<file path="src/sv/date_add_days_core_macros.svh">
// Assertion macros shared by the date adder modules.
`ifndef DATE_ADD_DAYS_CORE_MACROS_SVH
`define DATE_ADD_DAYS_CORE_MACROS_SVH

`ifndef SYNTH

// Same-cycle implication: when ante holds, cons must hold on that edge.
`define DAD_ASSERT_IMPLIES(name, clk, rst_n, ante, cons) \
    name: assert property (@(posedge clk) disable iff (!rst_n) (ante) |-> (cons)) \
        else $error("date_add_days_core: same-cycle check failed");

// Next-cycle implication: when ante holds, cons must hold on the next edge.
`define DAD_ASSERT_NEXT(name, clk, rst_n, ante, cons) \
    name: assert property (@(posedge clk) disable iff (!rst_n) (ante) |=> (cons)) \
        else $error("date_add_days_core: next-cycle check failed");

`else

`define DAD_ASSERT_IMPLIES(name, clk, rst_n, ante, cons)
`define DAD_ASSERT_NEXT(name, clk, rst_n, ante, cons)

`endif

`endif

</file>
<file path="src/sv/dad_pkg.sv">
package dad_pkg;

    // Internal widths
    localparam int DAY_W  = 17;   // start day plus signed offset
    localparam int YEAR_W = 16;   // year can leave the 14-bit input range both ways
    localparam int YMOD_W = 14;   // year, then year mod 400
    localparam int K_W    = 3;    // shift count of the mod-400 reduction

    localparam logic [YMOD_W-1:0] LEAP_CYCLE = 14'd400;
    localparam logic [YMOD_W-1:0] LEAP_LAST  = 14'd399;
    localparam logic [K_W-1:0]    K_START    = 3'd5;   // 400 << 5 = 12800
    localparam logic [3:0]        MONTH_JAN  = 4'd1;
    localparam logic [3:0]        MONTH_FEB  = 4'd2;
    localparam logic [3:0]        MONTH_DEC  = 4'd12;
    localparam logic [YEAR_W-1:0] YEAR_OUT_MAX = 16'd16383;

    // Micro-operations of the datapath
    typedef enum logic [1:0] {
        OP_LOAD,
        OP_REDUCE,
        OP_NORM,
        OP_EMIT
    } op_t;

    // Jump conditions
    typedef enum logic [1:0] {
        COND_IN_VALID,
        COND_K_ZERO,
        COND_NORM_DONE,
        COND_OUT_FREE
    } cond_t;

    typedef logic [1:0] step_t;

    localparam step_t STEP_IDLE   = 2'd0;
    localparam step_t STEP_REDUCE = 2'd1;
    localparam step_t STEP_NORM   = 2'd2;
    localparam step_t STEP_EMIT   = 2'd3;

    // One control word of the program
    typedef struct packed {
        op_t   op;
        cond_t cond;
        step_t target;
        logic  in_ready;
    } uword_t;

    // Sequencer to datapath
    typedef struct packed {
        op_t  op;
        logic fire;
    } ctl_t;

    // Datapath to sequencer
    typedef struct packed {
        logic k_zero;
        logic norm_done;
        logic out_free;
    } stat_t;

    // Program ROM: a step holds until its condition is true, then jumps
    function automatic uword_t ucode_word(input step_t s);
        uword_t w;
        unique case (s)
            STEP_IDLE:   w = '{op: OP_LOAD,   cond: COND_IN_VALID,  target: STEP_REDUCE,
                               in_ready: 1'b1};
            STEP_REDUCE: w = '{op: OP_REDUCE, cond: COND_K_ZERO,    target: STEP_NORM,
                               in_ready: 1'b0};
            STEP_NORM:   w = '{op: OP_NORM,   cond: COND_NORM_DONE, target: STEP_EMIT,
                               in_ready: 1'b0};
            STEP_EMIT:   w = '{op: OP_EMIT,   cond: COND_OUT_FREE,  target: STEP_IDLE,
                               in_ready: 1'b0};
        endcase
        return w;
    endfunction

    // Month length; month is already clamped to 1..12
    function automatic logic [4:0] month_len(input logic [3:0] m, input logic leap);
        logic [4:0] len;
        unique case (m)
            MONTH_FEB:                 len = leap ? 5'd29 : 5'd28;
            4'd4, 4'd6, 4'd9, 4'd11:   len = 5'd30;
            default:                   len = 5'd31;
        endcase
        return len;
    endfunction

    // Leap test on the year taken mod 400 (0..399)
    function automatic logic is_leap(input logic [YMOD_W-1:0] r);
        return (r[1:0] == 2'b00) && (r != 14'd100) && (r != 14'd200) && (r != 14'd300);
    endfunction

endpackage

</file>
<file path="src/sv/dad_sequencer.sv">
`include "date_add_days_core_macros.svh"

module dad_sequencer (
    input  logic          clk,
    input  logic          rst_n,
    input  logic          in_valid,
    input  dad_pkg::stat_t stat,
    output dad_pkg::ctl_t  ctl,
    output logic          in_stall
);
    import dad_pkg::*;

    step_t  upc_reg;
    step_t  upc_next;
    uword_t word;
    logic   cond_ok;

    // Fetch the control word and test its jump condition
    always_comb
    begin
        word = ucode_word(upc_reg);
        unique case (word.cond)
            COND_IN_VALID:  cond_ok = in_valid;
            COND_K_ZERO:    cond_ok = stat.k_zero;
            COND_NORM_DONE: cond_ok = stat.norm_done;
            COND_OUT_FREE:  cond_ok = stat.out_free;
        endcase
        ctl.op   = word.op;
        ctl.fire = cond_ok;
        in_stall = !word.in_ready;
        upc_next = cond_ok ? word.target : upc_reg;
    end

    // Advance the step counter
    always_ff @(posedge clk or negedge rst_n)
    begin
        if (!rst_n)
        begin
            upc_reg <= STEP_IDLE;
        end
        else
        begin
            upc_reg <= upc_next;
        end
    end

    `DAD_ASSERT_NEXT(a_load_to_reduce, clk, rst_n, ctl.op == OP_LOAD && ctl.fire, upc_reg == STEP_REDUCE)

endmodule

</file>
<file path="src/sv/dad_datapath.sv">
`include "date_add_days_core_macros.svh"

module dad_datapath (
    input  logic           clk,
    input  logic           rst_n,
    input  dad_pkg::ctl_t  ctl,
    output dad_pkg::stat_t stat,
    input  logic [4:0]     start_day,
    input  logic [3:0]     start_month,
    input  logic [13:0]    start_year,
    input  logic signed [15:0] day_delta,
    output logic           out_valid,
    input  logic           out_stall,
    output logic [4:0]     result_day,
    output logic [3:0]     result_month,
    output logic signed [14:0] result_year,
    output logic           date_valid
);
    import dad_pkg::*;

    logic signed [DAY_W-1:0]  day_reg,   day_next;
    logic [3:0]               month_reg, month_next;
    logic signed [YEAR_W-1:0] year_reg,  year_next;
    logic [YMOD_W-1:0]        ymod_reg,  ymod_next;
    logic [K_W-1:0]           k_reg,     k_next;

    logic                     out_valid_reg;
    logic [4:0]               out_day_reg;
    logic [3:0]               out_month_reg;
    logic signed [14:0]       out_year_reg;
    logic                     out_date_valid_reg;

    logic [YMOD_W-1:0]        sub_val;
    logic                     leap;
    logic [4:0]               cur_len;
    logic [4:0]               prev_len;
    logic [3:0]               prev_month;
    logic [3:0]               clamp_month;
    logic                     day_low;
    logic                     day_high;
    logic                     year_ok;

    // Status toward the sequencer
    always_comb
    begin
        leap     = is_leap(ymod_reg);
        cur_len  = month_len(month_reg, leap);
        day_low  = day_reg[DAY_W-1] || (day_reg == '0);
        day_high = day_reg > $signed({{(DAY_W-5){1'b0}}, cur_len});
        // Going back from March keeps the year, so the same leap flag serves
        prev_month = (month_reg == MONTH_JAN) ? MONTH_DEC : month_reg - 4'd1;
        prev_len   = month_len(prev_month, leap);
        sub_val    = LEAP_CYCLE << k_reg;

        stat.k_zero    = (k_reg == '0);
        stat.norm_done = !day_low && !day_high;
        stat.out_free  = !out_valid_reg || !out_stall;
    end

    // Datapath next values, one micro-operation per cycle
    always_comb
    begin
        day_next   = day_reg;
        month_next = month_reg;
        year_next  = year_reg;
        ymod_next  = ymod_reg;
        k_next     = k_reg;
        clamp_month = start_month;
        if (start_month < MONTH_JAN)
        begin
            clamp_month = MONTH_JAN;
        end
        else if (start_month > MONTH_DEC)
        begin
            clamp_month = MONTH_DEC;
        end

        unique case (ctl.op)
            OP_LOAD:
            begin
                if (ctl.fire)
                begin
                    day_next   = $signed({{(DAY_W-5){1'b0}}, start_day})
                               + $signed({day_delta[15], day_delta});
                    month_next = clamp_month;
                    year_next  = $signed({{(YEAR_W-14){1'b0}}, start_year});
                    ymod_next  = start_year;
                    k_next     = K_START;
                end
            end
            OP_REDUCE:
            begin
                // Restoring reduction of the year mod 400, one shift per step
                if (ymod_reg >= sub_val)
                begin
                    ymod_next = ymod_reg - sub_val;
                end
                if (!stat.k_zero)
                begin
                    k_next = k_reg - 3'd1;
                end
            end
            OP_NORM:
            begin
                if (day_high)
                begin
                    // Carry into the next month
                    day_next = day_reg - $signed({{(DAY_W-5){1'b0}}, cur_len});
                    if (month_reg == MONTH_DEC)
                    begin
                        month_next = MONTH_JAN;
                        year_next  = year_reg + 16'sd1;
                        ymod_next  = (ymod_reg == LEAP_LAST) ? '0 : ymod_reg + 14'd1;
                    end
                    else
                    begin
                        month_next = month_reg + 4'd1;
                    end
                end
                else if (day_low)
                begin
                    // Borrow from the previous month
                    day_next   = day_reg + $signed({{(DAY_W-5){1'b0}}, prev_len});
                    month_next = prev_month;
                    if (month_reg == MONTH_JAN)
                    begin
                        year_next = year_reg - 16'sd1;
                        ymod_next = (ymod_reg == '0) ? LEAP_LAST : ymod_reg - 14'd1;
                    end
                end
            end
            OP_EMIT:
            begin
            end
        endcase
    end

    // Hold working registers
    always_ff @(posedge clk)
    begin
        day_reg   <= day_next;
        month_reg <= month_next;
        year_reg  <= year_next;
        ymod_reg  <= ymod_next;
        k_reg     <= k_next;
    end

    assign year_ok = !year_reg[YEAR_W-1] && (year_reg != '0)
                   && ($unsigned(year_reg) <= YEAR_OUT_MAX);

    // Load the output beat
    always_ff @(posedge clk)
    begin
        if (ctl.op == OP_EMIT && ctl.fire)
        begin
            out_day_reg        <= day_reg[4:0];
            out_month_reg      <= month_reg;
            out_year_reg       <= year_reg[14:0];
            out_date_valid_reg <= year_ok;
        end
    end

    // Output valid: set on emit, drop when the beat is taken
    always_ff @(posedge clk or negedge rst_n)
    begin
        if (!rst_n)
        begin
            out_valid_reg <= 1'b0;
        end
        else if (ctl.op == OP_EMIT && ctl.fire)
        begin
            out_valid_reg <= 1'b1;
        end
        else if (!out_stall)
        begin
            out_valid_reg <= 1'b0;
        end
    end

    assign out_valid    = out_valid_reg;
    assign result_day   = out_day_reg;
    assign result_month = out_month_reg;
    assign result_year  = out_year_reg;
    assign date_valid   = out_date_valid_reg;

    `DAD_ASSERT_IMPLIES(a_norm_month, clk, rst_n, ctl.op == OP_NORM, month_reg >= MONTH_JAN && month_reg <= MONTH_DEC)
    `DAD_ASSERT_IMPLIES(a_norm_ymod, clk, rst_n, ctl.op == OP_NORM, ymod_reg < LEAP_CYCLE)
    `DAD_ASSERT_NEXT(a_emit_sets_valid, clk, rst_n, ctl.op == OP_EMIT && ctl.fire, out_valid_reg && out_day_reg != 5'd0)

endmodule

</file>
<file path="src/sv/date_add_days_core.sv">
// Channel | Handshake                     | Beat
// --------+-------------------------------+------------------------------------------------
// in      | in_valid / in_stall           | start_day, start_month, start_year, day_delta
// out     | out_valid / out_stall         | result_day, result_month, result_year, date_valid
//
// One item at a time: a load step, the shift-and-subtract reduction of the year
// mod 400, one step per month crossed plus a final check, then an emit step.
// The month walk in the datapath, one month per cycle, takes longest for large offsets.
// Reset clears the step counter and output valid; no clearing pass.
// A stalled output holds the emit step, and with it the input stall.
module date_add_days_core (
    input  logic              clk,
    input  logic              rst_n,
    input  logic              in_valid,
    output logic              in_stall,
    input  logic [4:0]        start_day,
    input  logic [3:0]        start_month,
    input  logic [13:0]       start_year,
    input  logic signed [15:0] day_delta,
    output logic              out_valid,
    input  logic              out_stall,
    output logic [4:0]        result_day,
    output logic [3:0]        result_month,
    output logic signed [14:0] result_year,
    output logic              date_valid
);
    import dad_pkg::*;

    ctl_t  ctl;
    stat_t stat;

    dad_sequencer u_seq (
        .clk      (clk),
        .rst_n    (rst_n),
        .in_valid (in_valid),
        .stat     (stat),
        .ctl      (ctl),
        .in_stall (in_stall)
    );

    dad_datapath u_dp (
        .clk          (clk),
        .rst_n        (rst_n),
        .ctl          (ctl),
        .stat         (stat),
        .start_day    (start_day),
        .start_month  (start_month),
        .start_year   (start_year),
        .day_delta    (day_delta),
        .out_valid    (out_valid),
        .out_stall    (out_stall),
        .result_day   (result_day),
        .result_month (result_month),
        .result_year  (result_year),
        .date_valid   (date_valid)
    );

endmodule

</file>
<file path="config.mk">
export PLATFORM = sky130hd
export DESIGN_NAME = date_add_days_core
export DESIGN_NICKNAME = d
export VERILOG_FILES = /design/src/sv/dad_pkg.sv /design/src/sv/dad_sequencer.sv /design/src/sv/dad_datapath.sv /design/src/sv/date_add_days_core.sv
export VERILOG_INCLUDE_DIRS = /design/src /design/src/sv
export SDC_FILE = /design/constraint.sdc
export NUM_CORES = 1
export LEC_CHECK = 0
export ABC_AREA = 0
export BUFFER_PORTS_ARGS = -buffer_cell sky130_fd_sc_hd__buf_2
export CAP_MARGIN = 20
export CORE_MARGIN = 2
export CORE_UTILIZATION = 45
export CTS_CLUSTER_SIZE = 24
export DETAILED_ROUTE_END_ITERATION = 6
export PLACE_DENSITY = 0.61
export SLEW_MARGIN = 30
export SYNTH_ARGS = -nofsm -noshare
export SYNTH_HDL_FRONTEND = slang
export SYNTH_SLANG_ARGS = --single-unit
</file>
<file path="constraint.sdc">
create_clock -name clk -period 5.9 [get_ports clk]
set_input_delay 0.885 -clock clk [delete_from_list [all_inputs] [get_ports clk]]
set_output_delay 0.885 -clock clk [all_outputs]
set_load 0.005 [all_outputs]
</file>
==> results of run 1 <==
## cells in the final DEF, fill, tap and decap left out, types with 25 or more instances in the layout
cell	instances
ha_1	49
edfxtp_1	79
nand2_1	62
xor2_1	25
a21oi_1	54
inv_1	35
nor2_1	65
o21ai_0	41
buf_2	69
xnor2_1	31
## critical path, stage by stage, from the launching register on
cell and delay (ns):
edfxtp_1 0.56, nor2_1 0.24, nand4_1 0.12, a21oi_1 0.15, a31oi_1 0.06, o31a_1 0.31
o21a_1 0.18, o22a_1 0.19, ha_1 0.33, nand2_1 0.07, o211ai_1 0.15, a21o_1 0.46
ha_1 0.32, a21o_1 0.18, a21o_1 0.20, a2111oi_0 0.59, o21ai_0 0.29, a41oi_1 0.30
xnor2_1 0.09, mux2_2 0.26
## report_power, final
part	leakage [nW]	switching (mW)	internal, mW	total [mW]
combinational	1.93	0.0252	0.0225	0.0477
sequential	0.786	0	0.628	0.628
clock	0.128	0.252	0.288	0.540
## cells in the mapped netlist (6+ instances only)
cell type / instances
o21ai_0: 41
edfxtp_1: 79
ha_1: 51
or3_1: 12
nor4_1: 6
inv_1: 35
o21a_1: 8
a31oi_1: 11
nor2_1: 66
and2_1: 7
a21o_1: 11
nand2_1: 62
o22ai_1: 10
a211oi_1: 6
nor2b_1: 6
a21oi_1: 55
o31ai_1: 6
nand3_1: 15
mux2_2: 8
clkbuf_1: 23
mux2i_1: 11
nand2b_1: 10
nand4_1: 9
xor2_1: 25
nor3_1: 24
xnor2_1: 31
## through the flow
stage	power (mW)	cells	area, um^2	worst slack [ns]	hold slack (ns)
global route	1.26	963	7400	0.160	0.309
floorplan	0.663	723	6650	1.06	0.424
global placement	0.687	947	7120	0.767	0.485
detailed placement	0.689	947	7120	0.623	0.493
CTS	1.23	963	7400	0.566	0.305
finish	1.22	963	7400	0.578	0.316
## worst paths after layout
kind	startpoint	slack (ns)	endpoint
hold reg to reg	u_dp.out_valid	0.51	u_dp.out_valid
setup reg to reg	u_dp.ymod_reg[6]	0.58	u_dp.year_reg[11]
max in group asynchronous	rst_n	5.48	u_seq.upc_reg[1]
min in group clk	u_dp.out_valid	0.51	u_dp.out_valid
hold / removal	rst_n	0.32	u_dp.out_valid
setup / recovery	u_dp.ymod_reg[6]	0.58	u_dp.year_reg[11]
## cells by family after synthesis
group,synth area share (%)
buffers and inverters,4.54
AND/OR/NAND/NOR,18.5
AO/OA/AOI/OAI,19.0
XOR/XNOR,7.38
adder cells (fa/ha/maj),10.8
multiplexers,3.01
flip-flops,36.8
## area by class of cell
type	count	area (um^2)	area share, %
Multi-Input combinational cell	570	3910	52.9
Sequential cell	82	2450	33.1
Timing Repair Buffer	75	390	5.28
Clock buffer	9	225	3.04
Inverter	36	138	1.86
Clock inverter	7	53.8	0.727
Tap cell	184	230	3.11
## routing by layer
layer  global-route usage (%)  vias to the layer above  part of all wire, %
li1                         -                     2790                    -
met1                     29.8                     2676                   47
met2                     34.1                      155                   45
met3                     2.74                       20                  5.0
met4                     8.04                        0                  2.1
met5                        0                        -                    0
==> results_dict.tcl, run 1 <==
set metrics [dict create \
    drcViolationCount 0 \
    fillers 1388 \
    min_period_over_period_pct 90.2 \
    grt_overflow 0 \
    io_buffers 69 \
    antenna_cells 0 \
    cp_max_fo 12 \
    grt.total_usage_pct 21.4 \
    cap_violations 0 \
    worstSetupPathType "reg2reg" \
    clock_path_buffers 2 \
    antenna_found_initial 0 \
    clkLatencyLatePin_ns 0.35 \
    grt_pass1_wl_um 27400 \
    avgSynthCellArea_um2 9.19 \
    drv_slew 0 \
    clock_skew_ns 0.0110 \
    path_clk_slew_ns 0.06 \
    post_cts_buffers 0 \
    hold_viol 0 \
    setup_viol 0 \
    netlist_instances 723 \
    ys_warn_count 0 \
    end_kind "flop" \
    tritoncts "done" \
    cts.repair.resized 0 \
    layout_min_cycle_time_ns 5.32 \
    ys_seq_area_share_pct 36.8 \
    reg2reg_depth 19 \
    cts_sinks 82 \
    status "finished clean" \
    vias 5641 \
    ys_seq_elements 82 \
    largest_register_ff_count 17 \
    wl_um 16500 \
    core_um2 14500 \
    synthFlopType "edfxtp_1" \
    syn_area_um2 6650 \
    syn2layout_area_growth_pct 11.3 \
    dieWidth_um 126 \
    cts_root_buf "clkbuf_16" \
    drt-initial-drc-count 448 \
    grt_max_degree 55 \
    setup-tns-final_ns 0 \
    max_freq_mhz 188 \
    tightest_slew_ns 0.777 \
    die_area_um2 15800 \
    cp-start-kind "flop" \
    rsz0062_at_grt "no" \
    synth_edf_count 79 \
    final_antenna_net_count 0 \
    gp_congestion 0.872 \
    grt_pass1_vias 5493 \
    synth_top_area_share_pct 35.7 \
    h-tree-depth 3 \
    synth_fp_nets 821 \
    cts_buffers 9 \
    required_ns 6.00 \
    synth_top_area_cell "edfxtp_1" \
    vias_per_cell 5.86 \
    p_leak_nw 2.85 \
    initial_core_util_pct 45.9 \
    rows 44 \
    slew_headroom_pct 48.2 \
    ir_drop_mv 0.118 \
    pin_count 70 \
    post-dp-hpwl_um 12200 \
    async_reset_ff_share_pct 3.66 \
    fp.dieH_um 126 \
    dr.pass1.iters 5 \
    drive_above_1_share_pct 15.1 \
    route.detailed.wl_per_inst_um 17.1 \
    hold_buffers 0 \
    ys_types 67 \
    synth.area.top_cells "edfxtp_1 (36%), ha_1 (9.6%), a21oi_1 (4.1%)" \
    post-route-util_pct 51.1 \
    p_per_area_nw_per_um2 164 \
    fin_nets 872 \
    hp-class "in2async" \
    arrival_ns 5.42 \
]
Power figures use the tool's default switching activity.
==> inputs of run 2 (changes only) <==
Settings changed: CORE_UTILIZATION 45 to 30, PLACE_DENSITY 0.61 to 0.43.
==> results_dict.tcl, run 2 (synthesized netlist as in run 1, its figures left out) <==
set metrics [dict create \
    setup_viol 0 \
    io_buffers 69 \
    clock_path_buffers 2 \
    vias_per_cell 5.21 \
    drv_slew 0 \
    die_area_um2 23400 \
    max_freq_mhz 194 \
    tightest_slew_ns 0.806 \
    layout_min_cycle_time_ns 5.17 \
    gp_congestion 0.823 \
    initial_core_util_pct 30.5 \
    use_met3_pct 2.95 \
    worstSetupPathType "reg2reg" \
    p_sw_mw 0.289 \
    clkLatencyLatePin_ns 0.36 \
    cp_max_fo 12 \
    hold_ws_ns 0.309 \
    critPathMostFrequentCell "a21o_1" \
    largest_register_ff_count 17 \
    switching_share_pct 21.9 \
    final_antenna_net_count 0 \
    grt.met2_usage_pct 26.8 \
    fin_nets 874 \
    antenna_found_initial 0 \
    post_cts_buffers 0 \
    grt_busiest_layer "met2" \
    ir_drop_mv 0.0993 \
    multi_input_area_um2 3910 \
    pin_count 70 \
    p_leak_nw 2.89 \
    drcViolationCount 0 \
    critPathTopFamily "compound AO/OA/AOI/OAI gates" \
    wl_um 17800 \
    clkPwrFrac_pct 48.6 \
    grt_overflow 0 \
    syn2layout_area_growth_pct 14.1 \
    clock_skew_ns 0.00916 \
    cts.repair.resized 0 \
    cts_sinks 82 \
    vias 5527 \
    grt_pass1_vias 5580 \
    min_period_over_period_pct 87.6 \
    rsz0062_at_grt "no" \
    end_kind "flop" \
    status "finished clean" \
    tritoncts "done" \
    cts_root_buf "clkbuf_16" \
    final_cell_mix "edfxtp_1 (79), buf_2 (69), nor2_1 (65)" \
    hold_buffers 0 \
    setup-tns-final_ns 0 \
    drt-initial-drc-count 301 \
    combinationalPowerShare_pct 3.7 \
    max_stage_delay_ns 0.58 \
    grt_max_degree 55 \
    r2r-start "u_dp.ymod_reg[6]" \
    antenna_cells 0 \
    slew_headroom_pct 46.3 \
    core_um2 21800 \
    grt_use_met1_pct 19.3 \
    cts_buffers 9 \
    required_ns 6.01 \
    hp-class "in2async" \
    cap_violations 0 \
    h-tree-depth 3 \
    route.detailed.wl_per_inst_um 16.7 \
    fillers 2262 \
    path_clk_slew_ns 0.07 \
    post-dp-hpwl_um 13600 \
    arrival_ns 5.28 \
    grt_pass1_wl_um 28800 \
    rows 54 \
    final_common_cell "edfxtp_1" \
    dr.pass1.iters 4 \
    drive_above_1_share_pct 15.2 \
    hold_viol 0 \
    grt.total_usage_pct 15.4 \
    p_seq_share_pct 47.6 \
    worstSetupStartpoint "u_dp.ymod_reg[6]" \
    cp_num_buf_inv 0 \
    cp-start-kind "flop" \
    crit_chain "nor2_1, nand4_1, a21oi_1, a31oi_1, o31a_1, o21a_1, o22a_1, ha_1, nand2_1, o211ai_1, a21o_1, ha_1, a21o_1, a21o_1, a2111oi_0, o21ai_0, a41oi_1, xnor2_1, mux2_2" \
    dieWidth_um 153 \
    p_int_mw 1.03 \
    fp.dieH_um 153 \
    cpMaxStageDelayCell "a2111oi_0" \
    area.sequential_um2 2450 \
    p_per_area_nw_per_um2 174 \
]
==> run 2: cell count changes in the layout (fill, tap and decap cells not counted) <==
cell / change
clkinvlp_4: -3
buf_4: +2
bufinv_16: +2
clkinv_2: -1
ha_1: +1
ha_2: -1
inv_6: +1
inv_8: +1
==> run 2: worst reg2reg max path: stages, from the launching register on <==
cell       delay, ns
edfxtp_1        0.56
nor2_1          0.22
nand4_1         0.11
a21oi_1         0.15
a31oi_1         0.06
o31a_1          0.30
o21a_1          0.18
o22a_1          0.19
ha_1            0.33
nand2_1         0.07
o211ai_1        0.13
a21o_1          0.43
ha_1            0.32
a21o_1          0.17
a21o_1          0.21
a2111oi_0       0.58
o21ai_0         0.29
a41oi_1         0.30
xnor2_1         0.08
mux2_2          0.25
==> run 2: area by class of cell <==
type | count | share of cell area [%]
multi-input combinational | 570 | 51.6
sequential | 82 | 32.3
timing repair buffer | 77 | 5.35
tap | 280 | 4.62
clock buffer | 9 | 2.97
inverter | 36 | 1.81
clock inverter | 7 | 1.40
==> run 2: metal layers <==
layer / up-vias / wire length (um)
met5: - / 0
met3: 15 / 672
met1: 2631 / 8110
met2: 99 / 8680
li1: 2782 / -
met4: 0 / 304
==> run 2: stage by stage <==
| stage | cells | utilization [%] | worst slack, ns | total power [mW] | area [um^2] |
|---|---|---|---|---|---|
| 2_1_floorplan | 723 | - | 1.06 | 0.663 | 6650 |
| 3_3_place_gp | 1045 | 33.3 | 0.762 | 0.690 | 7250 |
| 3_5_place_dp | 1045 | 33.3 | 0.702 | 0.691 | 7250 |
| 4_1_cts | 1061 | 34.9 | 0.679 | 1.34 | 7580 |
| 5_1_grt | 1061 | 34.9 | 0.287 | 1.36 | 7580 |
| 6_report | 1061 | 34.9 | 0.734 | 1.32 | 7580 |
==> run 2: final timing paths <==
check,end,slack [ns],cells after the start
setup / recovery,u_dp.year_reg[11],0.73,19
hold / removal,u_seq.upc_reg[0],0.31,1
setup reg to reg,u_dp.year_reg[11],0.73,19
hold reg to reg,u_dp.out_valid,0.50,2
max in group asynchronous,u_dp.out_valid,5.49,1
min in group clk,u_dp.out_valid,0.50,2
==> run 2: power by group through the flow <==
stage / clock (mW) / sequential [mW] / combinational (mW)
global route: 0.680 / 0.627 / 0.0553
CTS: 0.658 / 0.628 / 0.0504
floorplan: 0 / 0.641 / 0.0219
global placement: 0 / 0.641 / 0.0493
finish: 0.641 / 0.628 / 0.0494
detailed placement: 0 / 0.641 / 0.0502
==> inputs of run 3 (changes only) <==
Settings changed: GPL_TIMING_DRIVEN set to 0.
Clock period 5.9 ns to 6.24 ns, I/O delays scaled along.
==> results_dict.tcl, run 3 (synthesized netlist as in run 1, its figures left out) <==
set metrics [dict create \
    tightest_slew_ns 0.851 \
    clkLatencyLatePin_ns 0.35 \
    final_common_cell "edfxtp_1" \
    largest_register_ff_count 17 \
    post-dp-hpwl_um 15300 \
    rows 54 \
    core_um2 21800 \
    cp_max_fo 31 \
    grt_pass1_wl_um 31700 \
    required_ns 6.34 \
    initial_core_util_pct 30.5 \
    post-route-util_pct 35.5 \
    hold_buffers 0 \
    status "finished clean" \
    clock_path_buffers 2 \
    min_period_over_period_pct 88.7 \
    slew_headroom_pct 43.3 \
    dieWidth_um 153 \
    reg2reg_slack_ns 0.71 \
    syn2layout_area_growth_pct 16.2 \
    vias_per_cell 5.32 \
    fin_nets 904 \
    clock_skew_ns 0.00944 \
    die_area_um2 23400 \
    p_leak_nw 2.94 \
    dr.pass1.iters 5 \
    route.detailed.wl_per_inst_um 18.2 \
    drcViolationCount 0 \
    cts_sinks 82 \
    grt_max_degree 25 \
    rsz0062_at_grt "no" \
    drt-initial-drc-count 376 \
    setup_viol 0 \
    antenna_cells 0 \
    drv_slew 0 \
    max_freq_mhz 181 \
    hold_ws_ns 0.377 \
    pin_count 70 \
    p_per_area_nw_per_um2 154 \
    tritoncts "done" \
    path_clk_slew_ns 0.07 \
    grt_pass1_vias 5802 \
    cts.repair.resized 0 \
    arrival_ns 5.63 \
    cap_violations 0 \
    layout_min_cycle_time_ns 5.53 \
    gp_congestion 0.884 \
    antenna_found_initial 0 \
    hp-class "in2async" \
    placed_cells 1076 \
    setup-tns-final_ns 0 \
    wl_um 19800 \
    grt.total_usage_pct 17.1 \
    instances_no_fill 1090 \
    drive_above_1_share_pct 14.9 \
    ir_drop_mv 0.0740 \
    end_kind "flop" \
    grt_overflow 0 \
    io_buffers 69 \
    cts_buffers 9 \
    final_cell_mix "edfxtp_1 (79), buf_2 (73), nor2_1 (65)" \
    h-tree-depth 3 \
    vias 5796 \
    cp-start-kind "flop" \
    fp.dieH_um 153 \
    hold_viol 0 \
    cts_root_buf "clkbuf_16" \
    worstSetupPathType "reg2reg" \
    final_antenna_net_count 0 \
]
run 3: changes by cell type in the layout (fill, tap and decap cells not counted), sizes merged:
cell      previous run  this run
clkbuf               9        32
buf                 77        84
inv                 40        37
clkinvlp             0         2
bufinv               2         1
clkinv               1         2
run 3: per-stage QoR:
step / power (mW) / worst slack (ns) / cell area (um^2)
floorplan: 0.626 / 1.40 / 6650
global placement: 0.652 / 0.312 / 7340
detailed placement: 0.653 / 0.331 / 7440
CTS: 1.20 / 0.269 / 7730
global route: 1.23 / 0.243 / 7720
finish: 1.19 / 0.707 / 7720
run 3: timing repair:
item,4_1_cts,5_1_grt
endpoints found under the hold margin,0,0
setup buffers,0,0
endpoints found under the setup margin,0,2
run 3: cell type report:
type,count,area [um^2]
plain buffers,34,159
well taps,280,350
fillers,2242,14000
repair buffers,73,415
multi-input cells,570,3920
clock buffers,9,225
flip-flops and latches,82,2450
inverters,36,138
clock inverters,6,67.6
run 3: path summary, 6_finish.rpt:
check | startpoint | endpoint | cells past startpoint
max | u_dp.ymod_reg[6] | u_dp.year_reg[11] | 21
min | rst_n | u_seq.upc_reg[1] | 1
max reg2reg | u_dp.ymod_reg[6] | u_dp.year_reg[11] | 21
min reg2reg | u_dp.day_reg[2] | u_dp.result_day[2] | 0
max in group asynchronous | rst_n | u_seq.upc_reg[0] | 1
min in group clk | u_dp.day_reg[2] | u_dp.result_day[2] | 0
run 3: worst max-delay path: stages (launching register included):
cell and delay, ns:
edfxtp_1 0.44, clkbuf_1 0.26, nor2_1 0.22, nand4_1 0.12, a21oi_1 0.16, a31oi_1 0.06, o31a_1 0.32, o21a_1 0.18
o22a_1 0.21, ha_1 0.34, nand2_1 0.07, o211ai_1 0.13, a21o_1 0.17, buf_6 0.29, ha_1 0.29, a21o_1 0.17
a21o_1 0.21, a2111oi_0 0.62, o21ai_0 0.33, a41oi_1 0.31, xnor2_1 0.10, mux2_2 0.26
run 3: layer usage:
metal,global-route usage (%),share of wire (%),vias up
li1,-,-,2839
met1,22.8,46,2793
met2,28.6,48,136
met3,1.93,3.1,28
met4,6.44,2.5,0
met5,0,0,-
run 3: report_power, final:
| part | switching, mW | internal (mW) |
|---|---|---|
| clock | 0.237 | 0.310 |
| sequential | 0 | 0.594 |
| combinational | 0.0253 | 0.0214 |
